===== src/hdl/ssad_pkg.sv =====
// ----------------------------------------------------------------------------
// ssad_pkg
// Shared types and constants for the SAD stereo disparity block.
// ----------------------------------------------------------------------------
package ssad_pkg;

    localparam int MAX_WIDTH_DEF        = 1024;
    localparam int MAX_WINDOW_DEF       = 15;
    localparam int MAX_LEFT_SEARCH_DEF  = 256;
    localparam int MAX_RIGHT_SEARCH_DEF = 64;

    localparam int ROW_LIMIT = 1024;
    localparam int CFG_W     = 11;
    localparam int CFG_IDX_W = 3;

    localparam logic [CFG_IDX_W-1:0] CFG_IMAGE_WIDTH  = 3'd0;
    localparam logic [CFG_IDX_W-1:0] CFG_IMAGE_HEIGHT = 3'd1;
    localparam logic [CFG_IDX_W-1:0] CFG_WINDOW_SIZE  = 3'd2;
    localparam logic [CFG_IDX_W-1:0] CFG_LEFT_SEARCH  = 3'd3;
    localparam logic [CFG_IDX_W-1:0] CFG_RIGHT_SEARCH = 3'd4;

    typedef struct packed {
        logic [7:0] left_pixel;
        logic [7:0] right_pixel;
    } in_t;

    typedef struct packed {
        logic signed [8:0] disparity;
        logic              no_match;
        logic [9:0]        out_row;
        logic [9:0]        out_col;
        logic              last_result;
    } out_t;

    typedef enum logic [2:0] {
        ST_IDLE,
        ST_CENTRE,
        ST_CAND,
        ST_READ,
        ST_DRAIN,
        ST_COMPARE,
        ST_OUTPUT
    } state_t;

    typedef struct packed {
        logic accept;
        logic centre_init;
        logic win_init;
        logic win_step;
        logic cand_update;
        logic out_load;
        logic centre_next;
    } cmd_t;

    typedef struct packed {
        logic emit_any;
        logic cand_done;
        logic win_last;
        logic centre_last;
        logic out_taken;
    } status_t;

endpackage


===== src/hdl/ssad_ctrl.sv =====
// ----------------------------------------------------------------------------
// ssad_ctrl
// Sequencer: request intake, per-centre candidate loop, window scan, result.
// ----------------------------------------------------------------------------
module ssad_ctrl
    import ssad_pkg::*;
(
    input  logic    clk,
    input  logic    rst_n,
    input  logic    in_valid,
    output logic    in_stall,
    input  status_t status,
    output cmd_t    cmd
);

    state_t state_reg;
    state_t state_next;

    always_ff @(posedge clk or negedge rst_n)
    begin
        if (!rst_n)
        begin
            state_reg <= ST_IDLE;
        end
        else
        begin
            state_reg <= state_next;
        end
    end

    always_comb
    begin
        state_next = state_reg;
        cmd        = '0;
        in_stall   = 1'b1;
        unique case (state_reg)
            ST_IDLE:
            begin
                in_stall = 1'b0;
                if (in_valid)
                begin
                    cmd.accept = 1'b1;
                    if (status.emit_any)
                    begin
                        state_next = ST_CENTRE;
                    end
                end
            end
            ST_CENTRE:
            begin
                cmd.centre_init = 1'b1;
                state_next      = ST_CAND;
            end
            ST_CAND:
            begin
                if (status.cand_done)
                begin
                    cmd.out_load = 1'b1;
                    state_next   = ST_OUTPUT;
                end
                else
                begin
                    cmd.win_init = 1'b1;
                    state_next   = ST_READ;
                end
            end
            ST_READ:
            begin
                cmd.win_step = 1'b1;
                if (status.win_last)
                begin
                    state_next = ST_DRAIN;
                end
            end
            ST_DRAIN:
            begin
                state_next = ST_COMPARE;
            end
            ST_COMPARE:
            begin
                cmd.cand_update = 1'b1;
                state_next      = ST_CAND;
            end
            ST_OUTPUT:
            begin
                if (status.out_taken)
                begin
                    if (status.centre_last)
                    begin
                        state_next = ST_IDLE;
                    end
                    else
                    begin
                        cmd.centre_next = 1'b1;
                        state_next      = ST_CENTRE;
                    end
                end
            end
            default:
            begin
                state_next = ST_IDLE;
            end
        endcase
    end

endmodule


===== config.mk =====
export PLATFORM = sky130hd
export DESIGN_NAME = ssad_ctrl
export DESIGN_NICKNAME = d
export VERILOG_FILES = /design/src/hdl/ssad_pkg.sv /design/src/hdl/ssad_ctrl.sv
export SDC_FILE = /design/constraint.sdc
export NUM_CORES = 1
export LEC_CHECK = 0
export ABC_AREA = 1
export BUFFER_PORTS_ARGS = -buffer_cell sky130_fd_sc_hd__buf_2
export CORE_AREA = 2 2 39 41
export CTS_BUF_LIST = sky130_fd_sc_hd__clkbuf_16
export DETAILED_ROUTE_END_ITERATION = 12
export DIE_AREA = 0 0 41 43
export PLACE_DENSITY_LB_ADDON = 0.12
export SYNTH_ARGS = -nofsm -noshare
export SYNTH_HDL_FRONTEND = slang
export SYNTH_SLANG_ARGS = --single-unit

===== constraint.sdc =====
create_clock -name clk -period 0.92 [get_ports clk]
set_input_delay 0.138 -clock clk [delete_from_list [all_inputs] [get_ports clk]]
set_output_delay 0.138 -clock clk [all_outputs]
set_load 0.1 [all_outputs]

==> impl_metrics.prom, run 1 <==
# TYPE chip_impl_metric gauge
chip_impl_info{name="run_status",value="finished, violations left"} 1
chip_impl_info{name="violations_in_the_final_reports",value="negative setup slack"} 1
chip_impl_metric{name="yosys_register_bits",unit=""} 3
chip_impl_metric{name="grt_first_pass_wirelength",unit="microns"} 1390
chip_impl_metric{name="synth_top_area_share",unit="%"} 29.3
chip_impl_metric{name="die_height",unit="microns"} 43
chip_impl_metric{name="numClockSinks",unit=""} 3
chip_impl_metric{name="via_count",unit=""} 367
chip_impl_info{name="worstSetupPathType",value="register to output port"} 1
chip_impl_info{name="synthTopCellsByArea",value="sky130_fd_sc_hd__dfrtp_1 29%, sky130_fd_sc_hd__nand2_1 18%, sky130_fd_sc_hd__inv_1 15%, sky130_fd_sc_hd__nand4_1 12%, sky130_fd_sc_hd__nor2_1 7.3%"} 1
chip_impl_info{name="clock_tree.root_cell",value="sky130_fd_sc_hd__clkbuf_16"} 1
chip_impl_metric{name="finalCritPeriodShare",unit="%"} 146
chip_impl_metric{name="fp.dieW",unit="microns"} 41
chip_impl_metric{name="sequential_share_of_the_synthesized_area",unit="%"} 29.3
chip_impl_info{name="capturing_element_type_of_the_critical_path",value="output port"} 1
chip_impl_metric{name="total_die_area",unit="sq mm"} 0.00176
chip_impl_info{name="ys.flop_type",value="sky130_fd_sc_hd__dfrtp_1"} 1
chip_impl_metric{name="cts_buffer_depth",unit=""} 2
chip_impl_info{name="synth_area_leader_cell",value="sky130_fd_sc_hd__dfrtp_1"} 1
chip_impl_metric{name="layout-drive-gt1-share",unit="%"} 62.7
chip_impl_metric{name="drt.antenna.violating_nets",unit=""} 0
chip_impl_metric{name="n_antenna_cell",unit=""} 0
chip_impl_metric{name="finClkSkew",unit="ns"} 0.000194
chip_impl_info{name="critPathLaunchType",value="register"} 1
chip_impl_metric{name="antenna_found_initial",unit=""} 0
chip_impl_metric{name="ys_types",unit=""} 10
chip_impl_metric{name="num_cts_buffers",unit=""} 3
chip_impl_metric{name="finalWorstSetupSlack",unit="ns"} -0.419
chip_impl_metric{name="ys.warnings.count",unit=""} 0
chip_impl_info{name="synthMostInstantiatedCell",value="sky130_fd_sc_hd__nand2_1"} 1
chip_impl_metric{name="synthesis.nets",unit=""} 51
chip_impl_info{name="unrepaired_setup_endpoints_after_global_routing",value="true"} 1
chip_impl_metric{name="grt_pass1_vias",unit=""} 380
chip_impl_metric{name="globalplace.congestion",unit=""} 0.832
chip_impl_metric{name="grt_start_max_net_pins",unit=""} 7
chip_impl_metric{name="drt_first_iter_violations",unit=""} 3
chip_impl_metric{name="setup_viol",unit=""} 11
chip_impl_metric{name="synthesis.instances",unit=""} 43
chip_impl_metric{name="critPathRequiredTime",unit="ns"} 0.78
chip_impl_info{name="cts_tree",value="built"} 1
chip_impl_metric{name="post_drt_wl_per_cell",unit="microns"} 9.01
chip_impl_metric{name="synth_async_sr_flop_share",unit="%"} 100
chip_impl_metric{name="area_growth",unit="%"} 178
chip_impl_metric{name="wirelength",unit="microns"} 820
chip_impl_metric{name="drt_drc_violations_left",unit=""} 0
chip_impl_info{name="holdCritPathClass",value="primary input to asynchronous set/reset pin"} 1
chip_impl_metric{name="timing.final.crit_period",unit="ns"} 1.34
chip_impl_metric{name="setup_total_negative_slack",unit="ns"} -3.90
chip_impl_metric{name="final.hold.worst_slack",unit="ns"} 0.243
chip_impl_metric{name="port_buffers",unit=""} 15
chip_impl_metric{name="largest_register_ffs",unit=""} 3
chip_impl_metric{name="report.final.hold_viol_count",unit=""} 0
chip_impl_info{name="synthTopCellsByCount",value="12 x sky130_fd_sc_hd__nand2_1, 10 x sky130_fd_sc_hd__inv_1, 5 x sky130_fd_sc_hd__nand4_1, 5 x sky130_fd_sc_hd__nor2_1, 3 x sky130_fd_sc_hd__dfrtp_1"} 1
chip_impl_metric{name="gr-usage-all-layers",unit="%"} 11.6
chip_impl_metric{name="grt.overflow.total",unit=""} 0
chip_impl_metric{name="io-pin-count",unit=""} 16
chip_impl_metric{name="max_slew_violations",unit=""} 0
chip_impl_metric{name="worst-r2r-setup-slack",unit="ns"} -0.27
chip_impl_metric{name="fp.coreArea",unit="sq mm"} 0.00138
chip_impl_metric{name="cts-htree-levels",unit=""} 1
chip_impl_metric{name="arrival",unit="ns"} 1.20
chip_impl_metric{name="placementRows",unit=""} 14
chip_impl_metric{name="detailedRoute.firstPassIterationCount",unit=""} 2
chip_impl_metric{name="critical_path.max_fanout",unit=""} 6
chip_impl_metric{name="maxCapViolations",unit=""} 0
chip_impl_metric{name="design.final.nets",unit=""} 84
chip_impl_metric{name="syn-cell-area",unit="sq um"} 256
chip_impl_metric{name="post_synth.cell_area_avg",unit="sq um"} 5.97
chip_impl_metric{name="worst-slew-pin-transition",unit="ns"} 0.174
chip_impl_metric{name="synth_edf_count",unit=""} 0
chip_impl_metric{name="final_core_util",unit="%"} 51.4
chip_impl_metric{name="worstSkewPairLatency",unit="ns"} 0.22
chip_impl_metric{name="path_clk_slew",unit="ns"} 0.03
chip_impl_metric{name="place_hpwl",unit="microns"} 642
chip_impl_metric{name="timing.fmax",unit="GHz"} 0.747
chip_impl_metric{name="start_util",unit="%"} 18.5
chip_impl_metric{name="max_slew_margin",unit="%"} 88.4
chip_impl_metric{name="vias_per_cell",unit=""} 4.03
-- worst max-delay path: stages, from the launching register on --
cell,delay (ns)
sky130_fd_sc_hd__dfrtp_1,0.37
sky130_fd_sc_hd__inv_2,0.12
sky130_fd_sc_hd__nand4_1,0.16
sky130_fd_sc_hd__nor2_4,0.14
sky130_fd_sc_hd__buf_12,0.18
-- stage by stage --
stage          cell area (sq um)  std cells  setup WS [ns]
6_report                     712         91         -0.419
4_1_cts                      712         91         -0.441
3_5_place_dp                 583         83         -0.221
2_1_floorplan                300         43         -0.672
5_1_grt                      712         91         -0.470
3_3_place_gp                 583         83         -0.234
-- layout by cell type, fill, tap and decap left out --
cell type,count
sky130_fd_sc_hd__buf_2,7
sky130_fd_sc_hd__nand4_1,5
sky130_fd_sc_hd__nand3_4,1
sky130_fd_sc_hd__buf_4,11
sky130_fd_sc_hd__nand2_4,1
sky130_fd_sc_hd__nor2_1,1
sky130_fd_sc_hd__nand3_1,2
sky130_fd_sc_hd__buf_12,8
sky130_fd_sc_hd__nor2_2,2
sky130_fd_sc_hd__inv_2,2
sky130_fd_sc_hd__nand2_2,2
sky130_fd_sc_hd__clkbuf_16,3
sky130_fd_sc_hd__inv_1,7
sky130_fd_sc_hd__buf_6,1
sky130_fd_sc_hd__clkinvlp_4,2
sky130_fd_sc_hd__dfrtp_1,1
sky130_fd_sc_hd__dfrtp_2,2
sky130_fd_sc_hd__inv_4,1
sky130_fd_sc_hd__nor2_4,4
sky130_fd_sc_hd__nand2_1,11
sky130_fd_sc_hd__dlygate4sd3_1,1
-- cell families (layout without fill, tap and decap cells) --
logic type / after synthesis / count (layout) / synth area share [%]
buffers and inverters: 11 / 43 / 16.1
DFF: 3 / 3 / 29.3
and+or+nand+nor: 29 / 29 / 54.6
-- layer usage --
metal	vias to the layer above	track usage, %	routed length, microns	part of all wire (%)
met1	166	11.9	316	39
met2	5	20.6	485	59
met4	0	6.00	0	0
met5	-	0	0	0
met3	0	1.57	18	2.2
li1	196	-	-	-
-- timing repair --
action | CTS | global route
setup buffers | 3 | 0
hold endpoints to repair | 3 | 0
setup endpoints to repair | 11 | 11
pin swaps | 6 | 1
cloned | 0 | 0
resized for setup | 5 | 0
hold buffers | 1 | 0
-- path summary, 6_finish.rpt --
check,start,endpoint,cells after the start
max,state_reg[0],cmd[0],4
min,rst_n,state_reg[0],2
max reg2reg,state_reg[0],state_reg[0],8
min reg2reg,state_reg[1],state_reg[1],3
max in group asynchronous,rst_n,state_reg[2],2
min in group clk,status[2],state_reg[0],5
-- cell type report --
class,instances,area (sq um)
clock buffer,3,75.1
clock inverter,1,3.75
fill,134,672
inverter,11,51.3
multi-input combinational,29,185
sequential,3,77.6
tap,16,20.0
timing repair buffer,28,299
Power of run 1 is not shown: default switching activity piles up to over one toggle a cycle in this logic, so the estimate is an artifact.
==> inputs of run 2 (changes only) <==
--- a/config.mk
+++ b/config.mk
@@ -15,3 +15,4 @@
 export SYNTH_ARGS = -nofsm -noshare
 export SYNTH_HDL_FRONTEND = slang
 export SYNTH_SLANG_ARGS = --single-unit
+export TNS_END_PERCENT = 5
==> impl_metrics.prom, run 2 (synthesis results as in run 1) <==
# TYPE chip_impl_metric gauge
chip_impl_metric{name="worst-r2r-setup-slack",unit="ns"} -0.24
chip_impl_metric{name="numClockSinks",unit=""} 3
chip_impl_metric{name="final_core_util",unit="%"} 50.0
chip_impl_metric{name="finClkSkew",unit="ns"} 0.000435
chip_impl_metric{name="cts-htree-levels",unit=""} 1
chip_impl_metric{name="grt_first_pass_wirelength",unit="microns"} 1370
chip_impl_info{name="run_status",value="finished, violations left"} 1
chip_impl_metric{name="n_antenna_cell",unit=""} 0
chip_impl_metric{name="critPathRequiredTime",unit="ns"} 0.78
chip_impl_metric{name="num_cts_buffers",unit=""} 3
chip_impl_info{name="unrepaired_setup_endpoints_after_global_routing",value="true"} 1
chip_impl_metric{name="die_height",unit="microns"} 43
chip_impl_metric{name="arrival",unit="ns"} 1.25
chip_impl_info{name="mostFrequentLayoutCells",value="11 x sky130_fd_sc_hd__nand2_1, 10 x sky130_fd_sc_hd__buf_4, 8 x sky130_fd_sc_hd__buf_12, 7 x sky130_fd_sc_hd__inv_1, 7 x sky130_fd_sc_hd__buf_2"} 1
chip_impl_info{name="layout_commonest_cell",value="sky130_fd_sc_hd__nand2_1"} 1
chip_impl_metric{name="fp.dieW",unit="microns"} 41
chip_impl_metric{name="detailedRoute.firstPassIterationCount",unit=""} 4
chip_impl_metric{name="start_util",unit="%"} 18.5
chip_impl_metric{name="via_count",unit=""} 370
chip_impl_metric{name="io-pin-count",unit=""} 16
chip_impl_metric{name="vias_per_cell",unit=""} 4.11
chip_impl_info{name="violations_in_the_final_reports",value="negative setup slack"} 1
chip_impl_metric{name="timing.fmax",unit="GHz"} 0.719
chip_impl_metric{name="grt_start_max_net_pins",unit=""} 8
chip_impl_metric{name="layout-drive-gt1-share",unit="%"} 62.2
chip_impl_metric{name="gr-usage-all-layers",unit="%"} 11.5
chip_impl_metric{name="max_slew_margin",unit="%"} 87.8
chip_impl_metric{name="wirelength",unit="microns"} 819
chip_impl_metric{name="seqCellArea",unit="sq um"} 77.6
chip_impl_metric{name="setup_viol",unit=""} 11
chip_impl_info{name="capturing_element_type_of_the_critical_path",value="output port"} 1
chip_impl_metric{name="setup_total_negative_slack",unit="ns"} -3.71
chip_impl_metric{name="area_of_combinational_cells_with_multiple_inputs",unit="sq um"} 180
chip_impl_metric{name="place_hpwl",unit="microns"} 621
chip_impl_info{name="cts_tree",value="built"} 1
chip_impl_metric{name="critical_path.max_fanout",unit=""} 7
chip_impl_metric{name="largest_register_ffs",unit=""} 3
chip_impl_metric{name="finalWorstSetupSlack",unit="ns"} -0.471
chip_impl_metric{name="fp.coreArea",unit="sq mm"} 0.00138
chip_impl_info{name="critPathLaunchType",value="register"} 1
chip_impl_metric{name="drt_first_iter_violations",unit=""} 4
chip_impl_metric{name="finalCritPeriodShare",unit="%"} 151
chip_impl_metric{name="antenna_found_initial",unit=""} 0
chip_impl_metric{name="port_buffers",unit=""} 15
chip_impl_metric{name="total_die_area",unit="sq mm"} 0.00176
chip_impl_metric{name="report.final.hold_viol_count",unit=""} 0
chip_impl_metric{name="grt_pass1_vias",unit=""} 358
chip_impl_metric{name="post_drt_wl_per_cell",unit="microns"} 9.10
chip_impl_metric{name="maxCapViolations",unit=""} 0
chip_impl_metric{name="drt.antenna.violating_nets",unit=""} 0
chip_impl_metric{name="timing.final.crit_period",unit="ns"} 1.39
chip_impl_metric{name="worst-slew-pin-transition",unit="ns"} 0.183
chip_impl_metric{name="globalplace.congestion",unit=""} 0.792
chip_impl_metric{name="placementRows",unit=""} 14
chip_impl_info{name="holdCritPathClass",value="primary input to asynchronous set/reset pin"} 1
chip_impl_metric{name="grt.overflow.total",unit=""} 0
chip_impl_metric{name="n_fill_cell",unit=""} 134
chip_impl_metric{name="worstSkewPairLatency",unit="ns"} 0.22
chip_impl_info{name="clock_tree.root_cell",value="sky130_fd_sc_hd__clkbuf_16"} 1
chip_impl_metric{name="cts_buffer_depth",unit=""} 2
chip_impl_metric{name="path_clk_slew",unit="ns"} 0.03
chip_impl_metric{name="design.final.nets",unit=""} 83
chip_impl_metric{name="drt_drc_violations_left",unit=""} 0
chip_impl_metric{name="area_growth",unit="%"} 170
chip_impl_info{name="worstSetupPathType",value="register to output port"} 1
chip_impl_metric{name="max_slew_violations",unit=""} 0
run 2: layout make-up:
| type | count | area share [%] |
|---|---|---|
| Inverter | 11 | 6.33 |
| Multi-Input combinational cell | 29 | 26.0 |
| Tap cell | 16 | 2.89 |
| Sequential cell | 3 | 11.2 |
| Clock inverter | 1 | 0.542 |
| Timing Repair Buffer | 27 | 42.1 |
| Clock buffer | 3 | 10.8 |
run 2: routing by layer:
metal	track usage, %	share of wire, %
met1	13.6	39
met2	17.8	57
met3	1.57	3.4
met4	8.00	0
met5	0	0
run 2: worst paths after layout:
kind	from	to	cells past startpoint
max reg2reg	state_reg[0]	state_reg[0]	6
max	state_reg[0]	cmd[0]	4
min	rst_n	state_reg[0]	2
max in group asynchronous	rst_n	state_reg[2]	2
min reg2reg	state_reg[1]	state_reg[1]	2
min in group clk	status[2]	state_reg[0]	5
run 2: worst max-delay path, cell delays in order (launching register included):
cell                      delay [ns]
sky130_fd_sc_hd__dfrtp_1        0.38
sky130_fd_sc_hd__inv_2          0.13
sky130_fd_sc_hd__nand4_1        0.19
sky130_fd_sc_hd__nor2_4         0.15
sky130_fd_sc_hd__buf_12         0.18
run 2: repair_timing:
action	CTS	global route
endpoints found under the setup margin	11	11
hold endpoints to repair	3	0
pin swaps	2	1
buffers inserted	0	2
hold buffers	1	0
gates resized for setup	6	0
run 2: metrics by stage:
stage | area (sq um) | instances | setup WS, ns | hold WS [ns]
2_1_floorplan | 293 | 43 | -0.673 | -0.158
3_3_place_gp | 576 | 83 | -0.239 | -0.0644
3_5_place_dp | 576 | 83 | -0.232 | -0.0646
4_1_cts | 677 | 88 | -0.459 | 0.233
5_1_grt | 692 | 90 | -0.519 | 0.251
6_report | 692 | 90 | -0.471 | 0.241
Power of run 2 is left out for the same reason.
==> inputs of run 3 (changes only) <==
--- a/config.mk
+++ b/config.mk
@@ -7,10 +7,12 @@
 export LEC_CHECK = 0
 export ABC_AREA = 1
 export BUFFER_PORTS_ARGS = -buffer_cell sky130_fd_sc_hd__buf_2
-export CORE_AREA = 2 2 39 41
+export CELL_PAD_IN_SITES_DETAIL_PLACEMENT = 0
+export CELL_PAD_IN_SITES_GLOBAL_PLACEMENT = 2
+export CORE_MARGIN = 1.5
+export CORE_UTILIZATION = 15
 export CTS_BUF_LIST = sky130_fd_sc_hd__clkbuf_16
 export DETAILED_ROUTE_END_ITERATION = 12
-export DIE_AREA = 0 0 41 43
 export PLACE_DENSITY_LB_ADDON = 0.12
 export SYNTH_ARGS = -nofsm -noshare
 export SYNTH_HDL_FRONTEND = slang
==> impl_metrics.prom, run 3 (synthesis results as in run 1) <==
# TYPE chip_impl_metric gauge
chip_impl_metric{name="setup_viol",unit=""} 11
chip_impl_metric{name="post-place-ws",unit="ns"} -0.229
chip_impl_metric{name="globalplace.congestion",unit=""} 0.687
chip_impl_metric{name="max_slew_margin",unit="%"} 88.9
chip_impl_metric{name="placementRows",unit=""} 14
chip_impl_metric{name="worstSkewPairLatency",unit="ns"} 0.22
chip_impl_metric{name="n_antenna_cell",unit=""} 0
chip_impl_metric{name="io-pin-count",unit=""} 16
chip_impl_metric{name="drt_drc_violations_left",unit=""} 0
chip_impl_metric{name="grt_first_pass_wirelength",unit="microns"} 1520
chip_impl_metric{name="worst-slew-pin-transition",unit="ns"} 0.166
chip_impl_info{name="violations_in_the_final_reports",value="negative setup slack"} 1
chip_impl_metric{name="fp.coreArea",unit="sq mm"} 0.00156
chip_impl_info{name="unrepaired_setup_endpoints_after_global_routing",value="true"} 1
chip_impl_metric{name="place_area",unit="sq um"} 568
chip_impl_info{name="worst_path_max_delay_cell",value="sky130_fd_sc_hd__dfrtp_2"} 1
chip_impl_metric{name="critPathRequiredTime",unit="ns"} 0.78
chip_impl_metric{name="grt.overflow.total",unit=""} 0
chip_impl_metric{name="fp.dieW",unit="microns"} 44.4
chip_impl_metric{name="cts-htree-levels",unit=""} 1
chip_impl_metric{name="detailedRoute.firstPassIterationCount",unit=""} 5
chip_impl_info{name="worstSetupPathType",value="register to output port"} 1
chip_impl_metric{name="maxCapViolations",unit=""} 0
chip_impl_metric{name="cts_buffer_depth",unit=""} 2
chip_impl_metric{name="drt_first_iter_violations",unit=""} 9
chip_impl_metric{name="port_buffers",unit=""} 15
chip_impl_metric{name="n_fill_cell",unit=""} 153
chip_impl_metric{name="cp.buffers_inverters",unit=""} 3
chip_impl_metric{name="setup_total_negative_slack",unit="ns"} -3.96
chip_impl_metric{name="timing.final.crit_period",unit="ns"} 1.35
chip_impl_metric{name="drt.antenna.violating_nets",unit=""} 0
chip_impl_metric{name="timing.fmax",unit="GHz"} 0.742
chip_impl_metric{name="grt_pass1_vias",unit=""} 390
chip_impl_metric{name="finalCritPeriodShare",unit="%"} 147
chip_impl_metric{name="place_hpwl",unit="microns"} 650
chip_impl_metric{name="finalWorstSetupSlack",unit="ns"} -0.428
chip_impl_metric{name="antenna_found_initial",unit=""} 0
chip_impl_info{name="run_status",value="finished, violations left"} 1
chip_impl_metric{name="finClkSkew",unit="ns"} 0.00107
chip_impl_metric{name="wirelength",unit="microns"} 859
chip_impl_metric{name="grt_start_max_net_pins",unit=""} 7
chip_impl_info{name="critPathLaunchType",value="register"} 1
chip_impl_metric{name="max_slew_violations",unit=""} 0
chip_impl_metric{name="numClockSinks",unit=""} 3
chip_impl_info{name="timing.critical_path.max_delay_family",value="flip-flops"} 1
chip_impl_metric{name="arrival",unit="ns"} 1.21
chip_impl_metric{name="crit_path_max_incr_delay",unit="ns"} 0.45
chip_impl_metric{name="total_die_area",unit="sq mm"} 0.00197
chip_impl_metric{name="die_height",unit="microns"} 44.4
chip_impl_metric{name="critical_path.max_fanout",unit=""} 6
chip_impl_info{name="crit_path_cell_trace",value="inv_4 -> nand4_1 -> inv_2 -> buf_12"} 1
chip_impl_metric{name="report.final.hold_viol_count",unit=""} 0
chip_impl_metric{name="num_cts_buffers",unit=""} 3
chip_impl_info{name="holdCritPathClass",value="primary input to asynchronous set/reset pin"} 1
chip_impl_metric{name="layout-drive-gt1-share",unit="%"} 62.3
chip_impl_info{name="mostFrequentLayoutCells",value="14 x sky130_fd_sc_hd__buf_4, 11 x sky130_fd_sc_hd__nand2_1, 8 x sky130_fd_sc_hd__buf_12, 7 x sky130_fd_sc_hd__inv_1, 7 x sky130_fd_sc_hd__buf_2"} 1
chip_impl_metric{name="via_count",unit=""} 388
chip_impl_metric{name="start_util",unit="%"} 16.5
chip_impl_info{name="layout_commonest_cell",value="sky130_fd_sc_hd__buf_4"} 1
chip_impl_metric{name="largest_register_ffs",unit=""} 3
chip_impl_metric{name="path_clk_slew",unit="ns"} 0.03
chip_impl_metric{name="final_design_area_no_fill",unit="sq um"} 719
chip_impl_metric{name="gr-usage-all-layers",unit="%"} 10.9
chip_impl_info{name="capturing_element_type_of_the_critical_path",value="output port"} 1
chip_impl_info{name="clock_tree.root_cell",value="sky130_fd_sc_hd__clkbuf_16"} 1
chip_impl_metric{name="area_growth",unit="%"} 180
chip_impl_metric{name="vias_per_cell",unit=""} 4.17
chip_impl_info{name="cts_tree",value="built"} 1
chip_impl_metric{name="post_drt_wl_per_cell",unit="microns"} 9.24
chip_impl_metric{name="design.final.nets",unit=""} 86
## run 3: cell count changes in the layout (fill, tap and decap cells not counted), sizes merged
cell	before	now
buf	26	29
## run 3: area by class of cell
cell class | count | area (sq um) | area share [%]
Timing Repair Buffer | 30 | 310 | 43.1
Multi-Input combinational cell | 29 | 190 | 26.4
Sequential cell | 3 | 76.3 | 10.6
Clock buffer | 3 | 75.1 | 10.4
Inverter | 11 | 43.8 | 6.09
Tap cell | 16 | 20.0 | 2.78
Clock inverter | 1 | 3.75 | 0.522
## run 3: per-stage QoR
stage / instances / hold slack, ns / util, %
2_1_floorplan: 43 / -0.158 / -
3_3_place_gp: 82 / -0.0644 / 36.4
3_5_place_dp: 82 / -0.0650 / 36.4
4_1_cts: 91 / 0.231 / 44.5
5_1_grt: 93 / 0.252 / 46.1
6_report: 93 / 0.239 / 46.1
## run 3: final timing paths
kind,start,endpoint,slack (ns),cells after the start
worst min register to register,state_reg[0],state_reg[1],0.68,3
worst max register to register,state_reg[2],state_reg[2],-0.30,7
worst max-delay path,state_reg[2],cmd[4],-0.43,4
min in group clk,status[2],state_reg[0],0.30,5
max in group asynchronous,rst_n,state_reg[2],0.56,2
worst min-delay path,rst_n,state_reg[1],0.24,2
## run 3: timing repair
| item | in CTS | in global routing |
|---|---|---|
| hold buffers | 1 | 0 |
| setup endpoints to repair | 11 | 11 |
| hold endpoints to repair | 3 | 0 |
| setup buffers | 4 | 2 |
| gates resized for setup | 4 | 2 |
| pin swaps | 4 | 3 |
## run 3: per-layer routing
layer	vias to the layer above	GRT usage, %	wire length, microns
met1	169	12.7	385
met3	2	2.86	43
li1	200	-	-
met4	0	7.27	18
met5	-	0	0
met2	17	17.4	411
## run 3: worst register-to-register path, stage by stage (launching register included)
cell and delay, ns:
sky130_fd_sc_hd__dfrtp_2 0.45, sky130_fd_sc_hd__inv_4 0.12, sky130_fd_sc_hd__nand4_1 0.14, sky130_fd_sc_hd__buf_4 0.16
sky130_fd_sc_hd__buf_4 0.12, sky130_fd_sc_hd__nand2_1 0.05, sky130_fd_sc_hd__nand2_1 0.05, sky130_fd_sc_hd__nand2_1 0.06
Power of run 3 is left out for the same reason.
